--- config.mk ---
export PLATFORM = sky130hd
export DESIGN_NAME = crbc_judge
export DESIGN_NICKNAME = d
export VERILOG_FILES = /design/src/sv/crbc_pkg.sv /design/src/sv/crbc_judge.sv
export SDC_FILE = /design/constraint.sdc
export NUM_CORES = 1
export LEC_CHECK = 0
export BUFFER_PORTS_ARGS = -buffer_cell sky130_fd_sc_hd__buf_2
export CAP_MARGIN = 25
export CORE_MARGIN = 1
export CORE_UTILIZATION = 40
export CTS_CLUSTER_SIZE = 40
export DETAILED_ROUTE_END_ITERATION = 6
export PLACE_DENSITY = 0.74
export SYNTH_ARGS = -nofsm -noshare
export SYNTH_HDL_FRONTEND = slang
export SYNTH_SLANG_ARGS = --single-unit
--- constraint.sdc ---
create_clock -name clock -period 4.2 [get_ports clock]
set_clock_uncertainty 0.1 [all_clocks]
set_input_delay 0.21 -clock clock [delete_from_list [all_inputs] [get_ports clock]]
set_output_delay 0.21 -clock clock [all_outputs]
set_load 0.005 [all_outputs]
--- src/sv/crbc_pkg.sv ---
// Shared types, constants and the arctangent table for the circle versus rotated box core.
// Depends on nothing; every other file in this folder imports it.
package crbc_pkg;

   // Fixed-point layout of coordinates and trig values
   localparam int FRAC_BITS     = 16;
   localparam int TRIG_BITS     = 18;
   localparam int PHASE_BITS    = 32;
   localparam int CORDIC_BITS   = 34;
   localparam int CORDIC_Z_BITS = 32;
   localparam int CORDIC_STEPS  = 24;
   localparam int STEP_BITS     = 5;
   localparam int CSR_INDEX_BITS = 3;

   localparam logic signed [CORDIC_BITS-1:0] CORDIC_GAIN = 34'sd652032874;
   localparam logic signed [TRIG_BITS-1:0]   TRIG_ONE    = 18'sd65536;

   // Configuration register indexes
   typedef enum logic [CSR_INDEX_BITS-1:0] {
      CSR_RECT_CENTER_X = 3'd0,
      CSR_RECT_CENTER_Y = 3'd1,
      CSR_RECT_ANGLE    = 3'd2,
      CSR_RECT_WIDTH    = 3'd3,
      CSR_RECT_HEIGHT   = 3'd4
   } csr_index_type;

   // Sine/cosine sequencer states
   typedef enum logic [1:0] {
      TRIG_IDLE,
      TRIG_ROTATE,
      TRIG_FINISH
   } trig_state_type;

   // Quadrant of the binary angle
   typedef enum logic [1:0] {
      QUAD_FIRST  = 2'd0,
      QUAD_SECOND = 2'd1,
      QUAD_THIRD  = 2'd2,
      QUAD_FOURTH = 2'd3
   } quadrant_type;

   // Load enables of the three rotation stages
   typedef struct packed {
      logic diff;
      logic prod;
      logic sum;
   } stage_load_type;

   // Arctangent of 2^-i as a 32-bit phase (2^32 per turn)
   function automatic logic [PHASE_BITS-3:0] atan_phase(input logic [STEP_BITS-1:0] step);
      logic [PHASE_BITS-3:0] value;
      unique case (step)
         5'd0:    value = 30'h20000000;
         5'd1:    value = 30'h12E4051E;
         5'd2:    value = 30'h09FB385B;
         5'd3:    value = 30'h051111D4;
         5'd4:    value = 30'h028B0D43;
         5'd5:    value = 30'h0145D7E1;
         5'd6:    value = 30'h00A2F61E;
         5'd7:    value = 30'h00517C55;
         5'd8:    value = 30'h0028BE53;
         5'd9:    value = 30'h00145F2F;
         5'd10:   value = 30'h000A2F98;
         5'd11:   value = 30'h000517CC;
         5'd12:   value = 30'h00028BE6;
         5'd13:   value = 30'h000145F3;
         5'd14:   value = 30'h0000A2FA;
         5'd15:   value = 30'h0000517D;
         5'd16:   value = 30'h000028BE;
         5'd17:   value = 30'h0000145F;
         5'd18:   value = 30'h00000A30;
         5'd19:   value = 30'h00000518;
         5'd20:   value = 30'h0000028C;
         5'd21:   value = 30'h00000146;
         5'd22:   value = 30'h000000A3;
         5'd23:   value = 30'h00000051;
         default: value = '0;
      endcase
      return value;
   endfunction

endpackage

--- src/sv/crbc_judge.sv ---
// Output stage: overlap test on the exact local point, then saturation to the port range.
// Depends on crbc_pkg (imported for the shared house conventions).
module crbc_judge import crbc_pkg::*; #(
   parameter int COORD_BITS = 32
) (
   input  logic                          clock,
   input  logic                          load,
   input  logic [COORD_BITS-2:0]         radius,
   input  logic signed [COORD_BITS+3:0]  local_x,
   input  logic signed [COORD_BITS+3:0]  local_y,
   input  logic [COORD_BITS-2:0]         rect_width,
   input  logic [COORD_BITS-2:0]         rect_height,
   output logic                          hit,
   output logic signed [COORD_BITS-1:0]  sat_x,
   output logic signed [COORD_BITS-1:0]  sat_y
);

   localparam int LOCAL_BITS = COORD_BITS + 4;
   localparam int CMP_BITS   = LOCAL_BITS + 1;
   localparam int TOP_BITS   = LOCAL_BITS - COORD_BITS + 1;

   localparam logic signed [COORD_BITS-1:0] SAT_MAX = {1'b0, {(COORD_BITS-1){1'b1}}};
   localparam logic signed [COORD_BITS-1:0] SAT_MIN = {1'b1, {(COORD_BITS-1){1'b0}}};

   logic [LOCAL_BITS-1:0] mag_x, mag_y;
   logic [CMP_BITS-1:0]   twice_x, twice_y, bound_x, bound_y;
   logic [TOP_BITS-1:0]   top_x, top_y;
   logic                  inside_x, inside_y;
   logic signed [COORD_BITS-1:0] clip_x, clip_y;
   logic                  hit_ff;
   logic signed [COORD_BITS-1:0] sat_x_ff, sat_y_ff;

   // Compare 2*|l| against 2*radius + size, no rounding involved
   assign mag_x    = local_x[LOCAL_BITS-1] ? LOCAL_BITS'(-local_x) : LOCAL_BITS'(local_x);
   assign mag_y    = local_y[LOCAL_BITS-1] ? LOCAL_BITS'(-local_y) : LOCAL_BITS'(local_y);
   assign twice_x  = {mag_x, 1'b0};
   assign twice_y  = {mag_y, 1'b0};
   assign bound_x  = CMP_BITS'({radius, 1'b0}) + CMP_BITS'(rect_width);
   assign bound_y  = CMP_BITS'({radius, 1'b0}) + CMP_BITS'(rect_height);
   assign inside_x = (twice_x < bound_x);
   assign inside_y = (twice_y < bound_y);

   // Clamp to the signed port range when the upper bits are not pure sign
   assign top_x  = local_x[LOCAL_BITS-1:COORD_BITS-1];
   assign top_y  = local_y[LOCAL_BITS-1:COORD_BITS-1];
   assign clip_x = ((&top_x) || !(|top_x)) ? local_x[COORD_BITS-1:0]
                 : (local_x[LOCAL_BITS-1] ? SAT_MIN : SAT_MAX);
   assign clip_y = ((&top_y) || !(|top_y)) ? local_y[COORD_BITS-1:0]
                 : (local_y[LOCAL_BITS-1] ? SAT_MIN : SAT_MAX);

   // Result register
   always_ff @(posedge clock) begin
      if (load) begin
         hit_ff   <= inside_x && inside_y;
         sat_x_ff <= clip_x;
         sat_y_ff <= clip_y;
      end
   end

   assign hit   = hit_ff;
   assign sat_x = sat_x_ff;
   assign sat_y = sat_y_ff;

endmodule

# Word-level counts from Yosys, hierarchy flattened
# Index checks and enable logic that the tools add are counted.
[word_totals]
register_bits = 65
input_bits = 167
out_inout_bits = 65
elab_cells = 24
[classes]
addsub = 4
n_lt_le_gt_ge = 2
muxes = 6
reduce_logical = 9
[op_table]
columns = ["operator", "count"]
rows = [
  ["$mux W32", 4],
  ["$lt A37 B33 Y1", 2],
  ["$mux W36", 2],
  ["$neg A36 Y36", 2],
  ["$add A32 B31 Y33", 2],
  ["$reduce_and A5 Y1", 2],
  ["$reduce_or A5 Y1", 2],
  ["$logic_not A1 Y1", 2],
  ["$logic_or A1 B1 Y1", 2],
  ["$logic_and A1 B1 Y1", 1],
]

# Depth between registers and ports, before layout
[logic_depth]
ltp_word = 4
mapped_depth = 21
mapped_depth_nobuf = 21

# Worst setup path after synthesis
# Ideal clock, no wire load.
[synth_timing]
kind = "in2reg"
start = "in local_x[6]"
end = "reg hit_ff, in the netlist hit (data pin)"
setup_time_ns = 0.139
arrival_ns = 3.968
required_ns = 3.961
slack_ns = -0.007
cell_stages = 17
path_buffers = 0
path_cell_list = "or4_4 -> or4_4 -> or3_4 -> or4_4 -> or2_2 -> o41ai_1 -> xnor2_1 -> ha_1 -> a21o_1 -> a21oi_1 -> nor2b_1 -> o21ai_0 -> a21oi_1 -> nor2_1 -> a2bb2oi_1 -> nand4_1 -> nor2_1"
[synth_via]
elab_chain_len = 4
[synth_rtl]
columns = ["item", "line_no", "source"]
rows = [
  ["start: declaration", "crbc_judge.sv:9", "input logic signed [COORD_BITS+3:0] local_x,"],
  ["$neg A36 Y36", "crbc_judge.sv:34", "assign mag_x = local_x[LOCAL_BITS-1] ? LOCAL_BITS'(-local_x) : LOCAL_BITS'(local_x);"],
  ["$mux W36 (*)", "crbc_judge.sv:34", ""],
  ["$lt A37 B33 Y1 (*)", "crbc_judge.sv:40", "assign inside_x = (twice_x < bound_x);"],
  ["$logic_and A1 B1 Y1 (*)", "crbc_judge.sv:54", "hit_ff <= inside_x && inside_y;"],
  ["end signal: assignment", "crbc_judge.sv:54", ""],
  ["end: declaration", "crbc_judge.sv:30", "logic hit_ff;"],
]
# Every way passes the cells marked *; elsewhere a longest branch is shown, timed or not.
# A chain may end at the register's enable or synchronous reset.

# Final worst setup path
[layout_timing]
start = "in radius[0]"
end = "reg hit_ff, in the netlist hit (data pin)"
[layout_via]
elab_chain_len = 3
elab_cells_between_ends = 5
classes_between = "2 x add/sub; 2 x order compare; 1 x reduce/logical"
[layout_rtl]
columns = ["item", "line_no", "source"]
rows = [
  ["start: declaration", "crbc_judge.sv:8", "input logic [COORD_BITS-2:0] radius,"],
  ["$add A32 B31 Y33 (on tied branches)", "crbc_judge.sv:38, crbc_judge.sv:39", ""],
  ["$lt A37 B33 Y1 (on tied branches)", "crbc_judge.sv:40, crbc_judge.sv:41", ""],
  ["$logic_and A1 B1 Y1 (*)", "crbc_judge.sv:54", ""],
]
# Marks and branches as above.

==> reports/results.txt <==
The critical path is of the in -> reg type. The count of pins on the block boundary was 232. Synthesis produced a netlist whose cell count is 999. Each instance of the synthesized netlist takes up on average 8.62 sq um. The Yosys step of the flow raised 0 warnings.

The effective utilization at floorplan came out at 40.8%. For this run, the detailed router's first-pass iteration total came to 6. Including well taps, the total number of placed cells is 1,602. The number of hold violations in the final report is 0. The path type of the worst min-delay path is in -> reg.

The top cell types in the final layout, fill and taps aside, are sky130_fd_sc_hd__buf_2, sky130_fd_sc_hd__buf_4, sky130_fd_sc_hd__ha_1, sky130_fd_sc_hd__a21o_1, sky130_fd_sc_hd__xnor2_1. The number of max-capacitance violations reported was 0; the pre-CTS setup slack was -0.443 ns. Combinational logic burns 48.3% of the power. The deepest clock path buffer count is 2, and the signal arrival time at the worst endpoint is 4.20 ns.

The shortest clock period the worst path allows after layout is 4.10 ns. The detailed-route wire length per cell works out to 16.2 microns. In the synthesized netlist the dominant register cell turns out to be sky130_fd_sc_hd__edfxtp_1. For this design the static power due to leakage is 5.50 nW. The number of filler instances in the final layout is 2,044. In the post-synthesis netlist, the biggest area contributors are sky130_fd_sc_hd__edfxtp_1, sky130_fd_sc_hd__ha_1, sky130_fd_sc_hd__xnor2_1.

Final-report max-slew violation count: 0. After the first detailed-routing iteration, the DRC count stood at 483. The H-tree was split into 3 levels.

Synthesis inferred 65 register bits. The tools report the final number of setup-violating endpoints as 0. At the end of routability-driven placement, the weighted congestion stood at 0.904.

The number of synthesized flops with an enable pin was 65. The CTS buffer count was 9; the maximum number of pins on one net before global-route repair was 39. Per report_power, the clock group accounts for 25.1% of the total. The internal power of the cells totals 1.94 mW.

For this block, the routed nets add up to 26.4 mm of wire. Of all nets on the critical path, the largest fanout is 3. The worst path uses 97.6% of the clock period. After clock tree synthesis, the clock-pin slew on the worst setup and hold paths is 0.06 ns.

The clock net in this run drives a total of 65 sinks. For the area enclosed by the die boundary, the log shows 0.0221 sq mm. Cells with a size suffix above 1 make up 31.8% of the layout. Per report_power, the sequential group accounts for 26.6% of the total.

For the number of distinct library cells after synthesis, the log shows 75. The biggest area consumer among synthesized cells is sky130_fd_sc_hd__edfxtp_1. The cell at the root of the clock tree was sky130_fd_sc_hd__clkbuf_16. The tools report the post-DP HPWL as 21.7 mm. The first global-routing pass estimated 40.6 mm of wire. The tools report the area of the mapped netlist as 0.00861 sq mm. The final-stage net count is 1,635. In this run the core area contains 53 standard-cell rows.

The detailed router placed 8,830 vias in this run. The worst path required time is 4.31 ns, and the achievable clock frequency is 244 MHz. The final-layout worst hold slack came out at 0.0790 ns.

The total grt overflow is 0. The most common library cell in the layout ignoring fill and taps was sky130_fd_sc_hd__buf_2. Setup repair after global routing could not meet its margin everywhere. TritonCTS built the clock tree. The total of buffers placed on input and output ports was 231. From synthesis to final layout, the design area changed by 33.1%. The run finished with clean final reports. Global routing used 23.3% of the available tracks.

The detail-routed via count per cell is 5.42, and the share of synthesized flip-flops with an asynchronous set or reset is 0%. For this run, the number of standard cells in the final layout without fillers is 1,629. The floorplan step set the die height to 149 microns.

STA classifies the critical path startpoint as a primary input. The largest vdd supply drop is 0.000138 V. The switching power was 1.04 mW; the net switching share of the total power was 35.0%. The tools report the overall power as 2.99 mW. The number of global-route vias before repair is 8,245. The worst setup path is captured at a flip-flop.

The final worst setup slack was 0.103 ns; the areal power density over the cells was 261 mW/mm^2. The headroom to the max-slew limit was 45.2%; the core outline area was 0.0211 sq mm. The number of nets still failing antenna checks after routing is 0. The sequential share of the synthesized area came out at 22.7%. In the routed design, unresolved DRC markers number 0. In this run the biggest area consumer among cell types represents 22.7% of the synthesized area. Synthesis produced a netlist with a net count of 1,294.

In this run the horizontal extent of the chip is 149 microns. The run gives 13 as the initial antenna violation count. For the pin with the worst max-slew slack, the measured transition is 0.811 ns.
power by group through the flow:
stage / clock [mW] / sequential [mW] / combinational [mW]
global placement: 0 / 0.808 / 1.36
detailed placement: 0 / 0.808 / 1.39
global route: 0.788 / 0.800 / 1.62
finish: 0.749 / 0.794 / 1.44
floorplan: 0 / 0.817 / 0.847
CTS: 0.765 / 0.795 / 1.40
cell usage after synthesis (all sizes together), types with 4 or more instances:
| master | n |
|---|---|
| nor2 | 54 |
| o211ai | 5 |
| or4 | 13 |
| xor2 | 25 |
| o22ai | 7 |
| buf | 4 |
| a21oi | 71 |
| nor2b | 15 |
| inv | 56 |
| a211oi | 7 |
| and4 | 5 |
| a21o | 86 |
| o21a | 14 |
| nor4 | 9 |
| clkbuf | 30 |
| o21ai | 89 |
| nand3b | 6 |
| xnor2 | 83 |
| a31oi | 5 |
| nand2 | 49 |
| o21bai | 12 |
| nand3 | 19 |
| nand2b | 11 |
| ha | 126 |
| or2 | 5 |
| a2111oi | 6 |
| edfxtp | 65 |
| nand4 | 17 |
| a211o | 4 |
| or3 | 9 |
| o41ai | 16 |
| nor3 | 15 |
| o31ai | 15 |
critical path: stages:
cell                      delay [ns]
sky130_fd_sc_hd__buf_2          0.11
sky130_fd_sc_hd__ha_2           0.19
sky130_fd_sc_hd__buf_4          0.14
sky130_fd_sc_hd__fa_2           0.36
sky130_fd_sc_hd__a21oi_4        0.18
sky130_fd_sc_hd__o22ai_2        0.09
sky130_fd_sc_hd__o21a_1         0.23
sky130_fd_sc_hd__o41ai_2        0.31
sky130_fd_sc_hd__buf_4          0.17
sky130_fd_sc_hd__o31ai_1        0.08
sky130_fd_sc_hd__a21o_1         0.17
sky130_fd_sc_hd__a21o_1         0.18
sky130_fd_sc_hd__a21oi_2        0.14
sky130_fd_sc_hd__xor2_1         0.08
sky130_fd_sc_hd__ha_1           0.18
sky130_fd_sc_hd__a21o_1         0.17
sky130_fd_sc_hd__a21o_1         0.16
sky130_fd_sc_hd__a21o_1         0.16
sky130_fd_sc_hd__a21o_1         0.16
sky130_fd_sc_hd__a21o_1         0.17
sky130_fd_sc_hd__a21o_1         0.16
sky130_fd_sc_hd__a21oi_1        0.15
sky130_fd_sc_hd__o22ai_1        0.12
sky130_fd_sc_hd__nor2_1         0.12
path summary, 6_finish.rpt:
check,cells after the start,slack [ns],to,from
min,2,0.08,sat_y[21],local_y[21]
max,24,0.10,hit,radius[0]
layer usage:
metal | global-route usage, % | routed length, microns | vias to the layer above | part of all wire, %
met5 | 0 | 49 | - | 0.19
met4 | 5.46 | 316 | 8 | 1.2
met3 | 6.04 | 2050 | 30 | 7.8
met2 | 37.9 | 12200 | 243 | 46
met1 | 30.6 | 11800 | 4081 | 45
li1 | - | - | 4468 | -
registers in the layout (all words and copies together), names as in the netlist:
name   cells
hit        1
sat_x     32
sat_y     32
timing repair:
| action | 4_1_cts | 5_1_grt |
|---|---|---|
| gates cloned | 0 | 0 |
| resized for setup | 5 | 34 |
| buffers inserted | 0 | 2 |
| setup endpoints to repair | 1 | 1 |
| pin swaps | 0 | 26 |
| hold buffers | 0 | 0 |
per-stage QoR:
step | instance area [sq um] | setup TNS, ns | utilization (%)
final | 11500 | 0 | 54.3
after global routing | 11400 | -0.188 | 54.2
after CTS | 11300 | 0 | 53.5
after detailed placement | 11000 | -0.443 | 52.0
after global placement | 11000 | -0.354 | 51.9
after floorplan | 8610 | 0 | -
layout make-up:
class / instances / area [sq um] / area share, %
Multi-Input combinational cell: 843 / 6470 / 56.5
Timing Repair Buffer: 364 / 2170 / 19.0
Sequential cell: 65 / 1950 / 17.0
Tap cell: 275 / 344 / 3.00
Clock buffer: 11 / 233 / 2.03
Inverter: 57 / 214 / 1.87
Clock inverter: 4 / 45.0 / 0.393
Antenna cell: 10 / 25.0 / 0.218
logic make-up after synthesis:
| family | synth area share (%) |
|---|---|
| compound gates | 27.7 |
| simple gates | 15.1 |
| fa+ha+maj | 18.8 |
| xor+xnor | 11.0 |
| buf+inv | 4.22 |
| flops | 22.7 |
| mux | 0.494 |
Power figures use the tool's default switching activity.
