===== src/sv/crbc_pkg.sv =====
// Shared types, constants and the arctangent table for the circle versus rotated box core.
// Depends on nothing; every other file in this folder imports it.
package crbc_pkg;

   // Fixed-point layout of coordinates and trig values
   localparam int FRAC_BITS     = 16;
   localparam int TRIG_BITS     = 18;
   localparam int PHASE_BITS    = 32;
   localparam int CORDIC_BITS   = 34;
   localparam int CORDIC_Z_BITS = 32;
   localparam int CORDIC_STEPS  = 24;
   localparam int STEP_BITS     = 5;
   localparam int CSR_INDEX_BITS = 3;

   localparam logic signed [CORDIC_BITS-1:0] CORDIC_GAIN = 34'sd652032874;
   localparam logic signed [TRIG_BITS-1:0]   TRIG_ONE    = 18'sd65536;

   // Configuration register indexes
   typedef enum logic [CSR_INDEX_BITS-1:0] {
      CSR_RECT_CENTER_X = 3'd0,
      CSR_RECT_CENTER_Y = 3'd1,
      CSR_RECT_ANGLE    = 3'd2,
      CSR_RECT_WIDTH    = 3'd3,
      CSR_RECT_HEIGHT   = 3'd4
   } csr_index_type;

   // Sine/cosine sequencer states
   typedef enum logic [1:0] {
      TRIG_IDLE,
      TRIG_ROTATE,
      TRIG_FINISH
   } trig_state_type;

   // Quadrant of the binary angle
   typedef enum logic [1:0] {
      QUAD_FIRST  = 2'd0,
      QUAD_SECOND = 2'd1,
      QUAD_THIRD  = 2'd2,
      QUAD_FOURTH = 2'd3
   } quadrant_type;

   // Load enables of the three rotation stages
   typedef struct packed {
      logic diff;
      logic prod;
      logic sum;
   } stage_load_type;

   // Arctangent of 2^-i as a 32-bit phase (2^32 per turn)
   function automatic logic [PHASE_BITS-3:0] atan_phase(input logic [STEP_BITS-1:0] step);
      logic [PHASE_BITS-3:0] value;
      unique case (step)
         5'd0:    value = 30'h20000000;
         5'd1:    value = 30'h12E4051E;
         5'd2:    value = 30'h09FB385B;
         5'd3:    value = 30'h051111D4;
         5'd4:    value = 30'h028B0D43;
         5'd5:    value = 30'h0145D7E1;
         5'd6:    value = 30'h00A2F61E;
         5'd7:    value = 30'h00517C55;
         5'd8:    value = 30'h0028BE53;
         5'd9:    value = 30'h00145F2F;
         5'd10:   value = 30'h000A2F98;
         5'd11:   value = 30'h000517CC;
         5'd12:   value = 30'h00028BE6;
         5'd13:   value = 30'h000145F3;
         5'd14:   value = 30'h0000A2FA;
         5'd15:   value = 30'h0000517D;
         5'd16:   value = 30'h000028BE;
         5'd17:   value = 30'h0000145F;
         5'd18:   value = 30'h00000A30;
         5'd19:   value = 30'h00000518;
         5'd20:   value = 30'h0000028C;
         5'd21:   value = 30'h00000146;
         5'd22:   value = 30'h000000A3;
         5'd23:   value = 30'h00000051;
         default: value = '0;
      endcase
      return value;
   endfunction

endpackage


===== src/sv/crbc_trig.sv =====
// Iterative CORDIC that turns the rectangle angle into Q1.16 cosine and sine.
// Depends on crbc_pkg for the arctangent table, gain and sequencer states.
module crbc_trig import crbc_pkg::*; #(
   parameter int ANGLE_BITS = 16
) (
   input  logic                        clock,
   input  logic                        reset,
   input  logic                        start,
   input  logic [ANGLE_BITS-1:0]       angle,
   output logic                        busy,
   output logic signed [TRIG_BITS-1:0] cos_val,
   output logic signed [TRIG_BITS-1:0] sin_val
);

   localparam int PHASE_PAD = PHASE_BITS - ANGLE_BITS;

   trig_state_type                   state_ff, state_in;
   logic [STEP_BITS-1:0]             step_ff, step_in;
   logic signed [CORDIC_BITS-1:0]    x_ff, x_in, y_ff, y_in;
   logic signed [CORDIC_Z_BITS-1:0]  z_ff, z_in;
   quadrant_type                     quad_ff, quad_in;
   logic signed [TRIG_BITS-1:0]      cos_ff, cos_in, sin_ff, sin_in;

   logic [PHASE_BITS-1:0]            phase;
   logic [PHASE_BITS-3:0]            rest;
   logic signed [CORDIC_BITS-1:0]    x_shift, y_shift, x_round, y_round;
   logic signed [CORDIC_Z_BITS-1:0]  atan_step;
   logic signed [TRIG_BITS-1:0]      cos_base, sin_base;
   quadrant_type                     quad_sel;
   logic                             load_trig;

   // Clamp a rounded CORDIC output to plus or minus one
   function automatic logic signed [TRIG_BITS-1:0] clamp_trig(
      input logic signed [CORDIC_BITS-15:0] value
   );
      logic signed [TRIG_BITS-1:0] result;
      if (value > 20'sd65536) begin
         result = TRIG_ONE;
      end else if (value < -20'sd65536) begin
         result = -TRIG_ONE;
      end else begin
         result = value[TRIG_BITS-1:0];
      end
      return result;
   endfunction

   assign phase   = {angle, {PHASE_PAD{1'b0}}};
   assign rest    = phase[PHASE_BITS-3:0];
   assign busy    = (state_ff != TRIG_IDLE);
   assign cos_val = cos_ff;
   assign sin_val = sin_ff;

   // One micro-rotation per cycle
   assign x_shift   = x_ff >>> step_ff;
   assign y_shift   = y_ff >>> step_ff;
   assign atan_step = $signed({2'b00, atan_phase(step_ff)});

   // Round Q3.30 to Q1.16: add half an LSB, drop 14 bits
   assign x_round = x_ff + 34'sd8192;
   assign y_round = y_ff + 34'sd8192;

   // Pick the quadrant-zero pair and fold it into the right quadrant
   always_comb begin
      if (start) begin
         cos_base  = TRIG_ONE;
         sin_base  = '0;
         quad_sel  = quadrant_type'(phase[PHASE_BITS-1 -: 2]);
         load_trig = (rest == '0);
      end else begin
         cos_base  = clamp_trig(x_round[CORDIC_BITS-1:14]);
         sin_base  = clamp_trig(y_round[CORDIC_BITS-1:14]);
         quad_sel  = quad_ff;
         load_trig = (state_ff == TRIG_FINISH);
      end
      unique case (quad_sel)
         QUAD_FIRST: begin
            cos_in = cos_base;
            sin_in = sin_base;
         end
         QUAD_SECOND: begin
            cos_in = -sin_base;
            sin_in = cos_base;
         end
         QUAD_THIRD: begin
            cos_in = -cos_base;
            sin_in = -sin_base;
         end
         default: begin
            cos_in = sin_base;
            sin_in = -cos_base;
         end
      endcase
   end

   // Sequencer: a new angle restarts the rotation at any time
   always_comb begin
      state_in = state_ff;
      step_in  = step_ff;
      x_in     = x_ff;
      y_in     = y_ff;
      z_in     = z_ff;
      quad_in  = quad_ff;
      if (start) begin
         state_in = (rest == '0) ? TRIG_IDLE : TRIG_ROTATE;
         step_in  = '0;
         x_in     = CORDIC_GAIN;
         y_in     = '0;
         z_in     = $signed({2'b00, rest});
         quad_in  = quadrant_type'(phase[PHASE_BITS-1 -: 2]);
      end else begin
         unique case (state_ff)
            TRIG_ROTATE: begin
               if (!z_ff[CORDIC_Z_BITS-1]) begin
                  x_in = x_ff - y_shift;
                  y_in = y_ff + x_shift;
                  z_in = z_ff - atan_step;
               end else begin
                  x_in = x_ff + y_shift;
                  y_in = y_ff - x_shift;
                  z_in = z_ff + atan_step;
               end
               step_in = step_ff + 1'b1;
               if (step_ff == STEP_BITS'(CORDIC_STEPS - 1)) begin
                  state_in = TRIG_FINISH;
               end
            end
            TRIG_FINISH: state_in = TRIG_IDLE;
            default:     state_in = TRIG_IDLE;
         endcase
      end
   end

   // Sequencer and trig registers
   always_ff @(posedge clock) begin
      if (reset) begin
         state_ff <= TRIG_IDLE;
         cos_ff   <= TRIG_ONE;
         sin_ff   <= '0;
      end else begin
         state_ff <= state_in;
         if (load_trig) begin
            cos_ff <= cos_in;
            sin_ff <= sin_in;
         end
      end
   end

   // Iteration datapath
   always_ff @(posedge clock) begin
      step_ff <= step_in;
      x_ff    <= x_in;
      y_ff    <= y_in;
      z_ff    <= z_in;
      quad_ff <= quad_in;
   end

endmodule


===== config.mk =====
export PLATFORM = sky130hd
export DESIGN_NAME = crbc_trig
export DESIGN_NICKNAME = d
export VERILOG_FILES = /design/src/sv/crbc_pkg.sv /design/src/sv/crbc_trig.sv
export SDC_FILE = /design/constraint.sdc
export NUM_CORES = 1
export LEC_CHECK = 0
export ABC_AREA = 1
export CAP_MARGIN = 20
export CORE_AREA = 8 8 370 264
export CTS_CLUSTER_DIAMETER = 30
export DETAILED_ROUTE_END_ITERATION = 6
export DIE_AREA = 0 0 378 272
export DONT_BUFFER_PORTS = 1
export PLACE_DENSITY = 0.44
export SLEW_MARGIN = 20
export SYNTH_ARGS = -nofsm -noshare
export SYNTH_HDL_FRONTEND = slang
export SYNTH_SLANG_ARGS = --single-unit

===== constraint.sdc =====
create_clock -name clock -period 5.99 [get_ports clock]
set_clock_uncertainty 0.15 [all_clocks]
set_input_delay 0.599 -clock clock [delete_from_list [all_inputs] [get_ports clock]]
set_output_delay 0.599 -clock clock [all_outputs]
set_load 0.02 [all_outputs]

# [After elaboration in Yosys (flattened, before gate mapping)]
# Memory sizes are Yosys's and may differ from the RTL's. A register that Yosys moved wholly into a read port is not among the register bits.
# Cells that the tools add are included.
[word_totals] n_memories=1 output_inout_bits=37 in_bits=19 elab_cells=58 romBits=960 reg_bits=145
[mem_list] name="(no name shown)" depth=32 word_bits=30 rd=1 rd_clocked_by_memory_dff=1 write_ports=0 line_no="crbc_pkg.sv:52" rtl="unique case (step)"
[classes] n_mux=21 n_lt_le_gt_ge=4 addsub=11 eq_ne=6 shift=2 n_reduce_logical=4
[ops] cell="18-bit two-way mux" count=6
[ops] cell="18-bit case mux with 3 select lines" count=2
[ops] cell="34-bit by 15-bit adder with 34-bit output (second input constant)" count=2
[ops] cell="34-bit adder" count=2
[ops] cell="34-bit two-way mux" count=2
[ops] cell="34-bit by 5-bit >>> shifter with 34-bit output" count=2
[ops] cell="34-bit subtractor" count=2
[ops] cell="30-bit two-way mux" count=2
[ops] cell="20-bit by 18-bit > comparator with 1-bit output (second input constant)" count=2
[ops] cell="20-bit by 17-bit less-than comparator with 1-bit output (second input constant)" count=2
[ops] cell="18-bit negator" count=2
[ops] cell="32-bit by 31-bit adder with 32-bit output" count=1
[ops] cell="32-bit two-way mux" count=1
[ops] cell="32-bit by 31-bit subtractor with 32-bit output" count=1
[ops] cell="30-bit zero test" count=1
[ops] cell="5-bit two-way mux" count=2
[ops] cell="2-bit two-way mux" count=4
[ops] cell="5-bit by 1-bit adder with 5-bit output (second input constant)" count=1
[ops] cell="5-bit == test (second input constant)" count=1
[ops] cell="2-bit by 1-bit == test with 1-bit output (second input constant)" count=2
[ops] cell="2-bit == test (second input constant)" count=2
[ops] cell="2-bit nonzero test" count=2
[ops] cell="3-bit != test (second input constant)" count=1
[ops] cell="2-bit zero test" count=1
[ops] cell="1-bit two-way mux" count=2

# [Logic depth before layout (Yosys ltp)]
[logic_depth] depth_word=7 depth_mapped=39 mapped_depth_nobuf=38

# [Least setup slack after synthesis]
# No wires, ideal clock.
[synth_timing] kind="register to register" startpoint="register step_ff[0]" endpoint="register x_ff[32]" stages_incl_launch_ff=32 synth_period_minus_slack_ns=4.460 setup_ns=0.125 path_buffers=3 path_slack_ns=1.530 arrival_time_ns=4.185 required_time_ns=5.715 cell_sequence="dfxtp_1 buf_6 buf_8 buf_8 nand2_1 o21ai_2 nand2_1 nand3_1 nand3_1 nand3_1 and2_1 ha_1 nand2_1 nor3_1 inv_1 o21ai_0 xor2_1 inv_1 ha_1 nand2_1 nor4_1 nand4_1 nand3_1 nand2_1 o211ai_1 a21oi_1 o21ai_0 nand2_1 nand2_1 a21oi_1 o21ai_0 o21ai_0"
[synth_between] elab_chain_cells=3 word_cells_on_any_way=4 classes_between="add/sub (2); shift (1); mux (1)"
[synth_lines] item="start: declaration" line_no="crbc_trig.sv:18" rtl="logic [STEP_BITS-1:0] step_ff, step_in;"
[synth_lines] item="start signal: assignment" line_no="crbc_trig.sv:150" rtl="step_ff <= step_in;"
[synth_lines] item="34-bit by 5-bit >>> shifter with 34-bit output (*)" line_no="crbc_trig.sv:55" rtl="assign y_shift = y_ff >>> step_ff;"
[synth_lines] item="34-bit subtractor / 34-bit adder (equally long branches)" line_no="crbc_trig.sv:114, crbc_trig.sv:118"
[synth_lines] item="34-bit two-way mux (*)" line_no="crbc_trig.sv:113" rtl="if (!z_ff[CORDIC_Z_BITS-1]) begin"
[synth_lines] item="end signal: assignment" line_no="crbc_trig.sv:151" rtl="x_ff <= x_in;"
[synth_lines] item="end: declaration" line_no="crbc_trig.sv:19" rtl="logic signed [CORDIC_BITS-1:0] x_ff, x_in, y_ff, y_in;"
# Every way passes the cells marked *; elsewhere a longest branch is shown, timed or not.
# A chain may end at the register's enable or synchronous reset.

# [Final worst setup path]
[layout_timing] startpoint="register step_ff[1]" endpoint="register y_ff[33]"
[layout_between] elab_chain_cells=3 word_cells_on_any_way=4 classes_between="add/sub (2); shift (1); mux (1)"
[layout_lines] item="34-bit by 5-bit >>> shifter with 34-bit output (*)" line_no="crbc_trig.sv:54" rtl="assign x_shift = x_ff >>> step_ff;"
[layout_lines] item="34-bit adder / 34-bit subtractor (equally long branches)" line_no="crbc_trig.sv:115, crbc_trig.sv:119"
[layout_lines] item="34-bit two-way mux (*)" line_no="crbc_trig.sv:113"
[layout_lines] item="end signal: assignment" line_no="crbc_trig.sv:152" rtl="y_ff <= y_in;"
[layout_lines] item="end: declaration" line_no="crbc_trig.sv:19"
# Marks and branches as above.

==> reports/results.ini <==
[critical_path]
path_common_cell = nand2_1
crit_path_start_kind = register
critPathArrivalTime_ns = 5.83
critPathCaptureType = register
slowest_delay_ns = 0.71
rrSetupSlack_ns = 0.46
worstPathRequired_ns = 6.29
crit_start = step_ff[1]$_SDFFE_PP0P_
r2r-end = y_ff[33]$_SDFFE_PP0P_
r2r_cells = 35
r2r_start = step_ff[1]$_SDFFE_PP0P_
worstSetupEndpoint = y_ff[33]$_SDFFE_PP0P_
worstSetupPathType = reg -> reg
cp_slowest_cell = dfxtp_2
critPathMaxFanout = 37

[logic_synthesis]
synth_seq_cells = 175
synthArstFlopShare_pct = 0
syn_area_mm2 = 0.02094
yosysWarnings = 0
synth_edf_count = 14
synthCells = 3657
synth_top_area_share_pct = 20.56
netlist-cell-type-count = 63
synth_top_area_cell = nand2_1
synth_ff_type = dfxtp_1
synth.avg_cell_area_um2 = 5.725
synthTopCellsByArea = nand2_1 21%, dfxtp_1 15%, nand3_1 8.6%, ha_1 6.7%, o21ai_0 6.1%
syn_nets = 3791
ys_seq_area_share_pct = 17.40

[sta]
finalCritPeriodShare_pct = 92.33
fmax_ghz = 0.1808
hold_viol = 0
tightest_slew_ns = 0.9482
finalSetupViolCount = 0
timing.slew.headroom_pct = 36.79
setup_tns_ns = 0
fin_crit_ns = 5.530
slew_violations = 0

[cells_and_area]
diodes = 0
drive_gt1_share_pct = 6.628
fillCellCount = 10741
fin_cells = 4869
finalInstanceArea_mm2 = 0.02312
register_area_mm2 = 0.003651
area_growth_pct = 10.44
multi_input_area_mm2 = 0.01525
fin_nets = 3742

[clocking]
cts_tree = yes
cts.path.max_buffers = 2
clkSinkCount = 175
worstSkewPairLatency_ns = 0.53
cts.clk_slew.worst_paths_ns = 0.08
htreeDepth = 4
cts_root_buf = clkbuf_16
cts_buffers = 17

[global_routing]
grt_pass1_wl_mm = 138.7
grt_max_degree = 68
antenna_found_initial = 1
overflow = 0
grt_pass1_vias = 21210
grt_use_total_pct = 17.55

[floorplan]
rows = 94
die_h_um = 272
start_util_pct = 22.65
ios = 56
fp.dieW_um = 378
core_mm2 = 0.09244
die_area_mm2 = 0.1028

[placed_design]
placedCellCount = 4832
placed_area_mm2 = 0.02245
place_congestion = 0.9558
port_buffers = 0
post-dp-hpwl_mm = 74.45

[route]
dr.first_iter.drc_count = 2913
ant_nets = 0
first_pass_iters = 7
vias_per_cell = 5.012
drt-wirelength-per-cell_um = 19.29
wl_mm = 93.93
drc_errors = 10
vias = 24405

[power_and_ir_drop]
p_int_uw = 4494
pwr-share-comb_pct = 74.1
clockPowerShare_pct = 10.7
p_sw_uw = 6638
power_leakage_uw = 0.01074
power_uw = 11130
switching_share_pct = 59.63
pwr_density_cell_mw_per_mm2 = 481.4
p_seq_share_pct = 15.2
ir_worst_vdd_v = 0.0002621

[status]
status = finished, violations left
violations = design-rule violations

[job]
drv_cap = 0

[worst_hold_path]
hold_class = in -> reg

## cells by family after synthesis
logic type | Yosys count | share of synthesized area [%]
and+or+nand+nor | 1995 | 40.47
xor gates and xnor gates | 119 | 4.978
adders and majority gates | 115 | 6.980
DFF | 175 | 17.40
buffers and inverters | 500 | 9.908
AOI/OAI and AO/OA | 753 | 20.26
## worst min path at each step
stage | to | startpoint | cells after the start
after floorplan | z_ff[30]$_SDFFE_PP0P_ | z_ff[30]$_SDFFE_PP0P_ | 2
after global placement | z_ff[30]$_SDFFE_PP0P_ | z_ff[30]$_SDFFE_PP0P_ | 2
after detailed placement | z_ff[30]$_SDFFE_PP0P_ | z_ff[30]$_SDFFE_PP0P_ | 2
after CTS | state_ff[0]$_SDFFE_PP0P_ | start | 2
after global routing | cos_val[16]$_SDFFE_PP1P_ | reset | 3
final | cos_val[16]$_SDFFE_PP1P_ | reset | 3
## timing repair
item	CTS	global route
endpoints found under the setup margin	0	16
hold endpoints to repair	38	0
hold buffers	2	0
setup buffers	0	3
gates resized for setup	0	6
## layout make-up
type                            instances  area share (%)
Multi-Input combinational cell       2982           65.97
Sequential cell                       175           15.79
Tap cell                             1248           6.753
Inverter                              352           5.730
Timing Repair Buffer                   80           3.290
Clock buffer                           18           1.856
Clock inverter                         14          0.6169
## power groups by stage
| stage | Sequential (uW) | Combinational [uW] | Clock [uW] |
|---|---|---|---|
| CTS | 1680 | 7970 | 1250 |
| floorplan | 1580 | 5690 | 0 |
| finish | 1690 | 8250 | 1190 |
| global placement | 1720 | 8000 | 0 |
| global route | 1710 | 9150 | 1280 |
| detailed placement | 1710 | 7920 | 0 |
## synthesized netlist by cell type (32+ instances only)
| master | count |
|---|---|
| dfxtp_1 | 161 |
| inv_1 | 334 |
| a21oi_1 | 239 |
| buf_2 | 35 |
| ha_1 | 112 |
| xor2_1 | 90 |
| nand3_1 | 361 |
| o21ai_0 | 255 |
| clkbuf_1 | 77 |
| nor2_1 | 318 |
| o21ai_1 | 69 |
| nand2_1 | 1147 |
| o22ai_1 | 40 |
| o211ai_1 | 32 |
## worst max-delay path: cells and delay by family, from the launching register on
family	cells	cell delay [ns]
fa+ha+maj	2	0.52
xor+xnor	1	0.23
flops	1	0.71
compound gates	8	1.40
simple gates	17	1.66
buf+inv	7	0.78
## per-layer routing
metal  global-route usage (%)  share of wire [%]  vias up
li1                         -                  -    12068
met1                    29.74                 55    11262
met2                    20.43                 34     1021
met3                    5.140                 11       52
met4                    2.939               0.98        2
met5                        0              0.014        -
## flip-flops by register name, summed over array words and instances (netlist names)
signal	cells
state_ff	2
x_ff	34
z_ff	32
cos_val	18
atan_step	30
step_ff	5
sin_val	18
quad_ff	2
y_ff	34
## per-stage QoR
stage | setup WS, ns | hold WS [ns] | util, %
floorplan | 1.530 | 0.2825 | -
detailed placement | 0.1926 | 0.3063 | 24.29
global placement | 0.2165 | 0.2998 | 24.29
CTS | 0.1574 | 0.04636 | 24.94
finish | 0.4596 | 0.1008 | 25.01
global route | -0.008417 | 0.07974 | 25.01
## cell usage in the layout (no fill, tap or decap), types with 73 or more instances in the layout
| master | n |
|---|---|
| a21oi_1 | 238 |
| dfxtp_1 | 157 |
| ha_1 | 112 |
| inv_1 | 333 |
| nand2_1 | 1147 |
| nand3_1 | 361 |
| nor2_1 | 315 |
| o21ai_0 | 251 |
| o21ai_1 | 73 |
| xor2_1 | 90 |
Power figures use the tool's default switching activity.
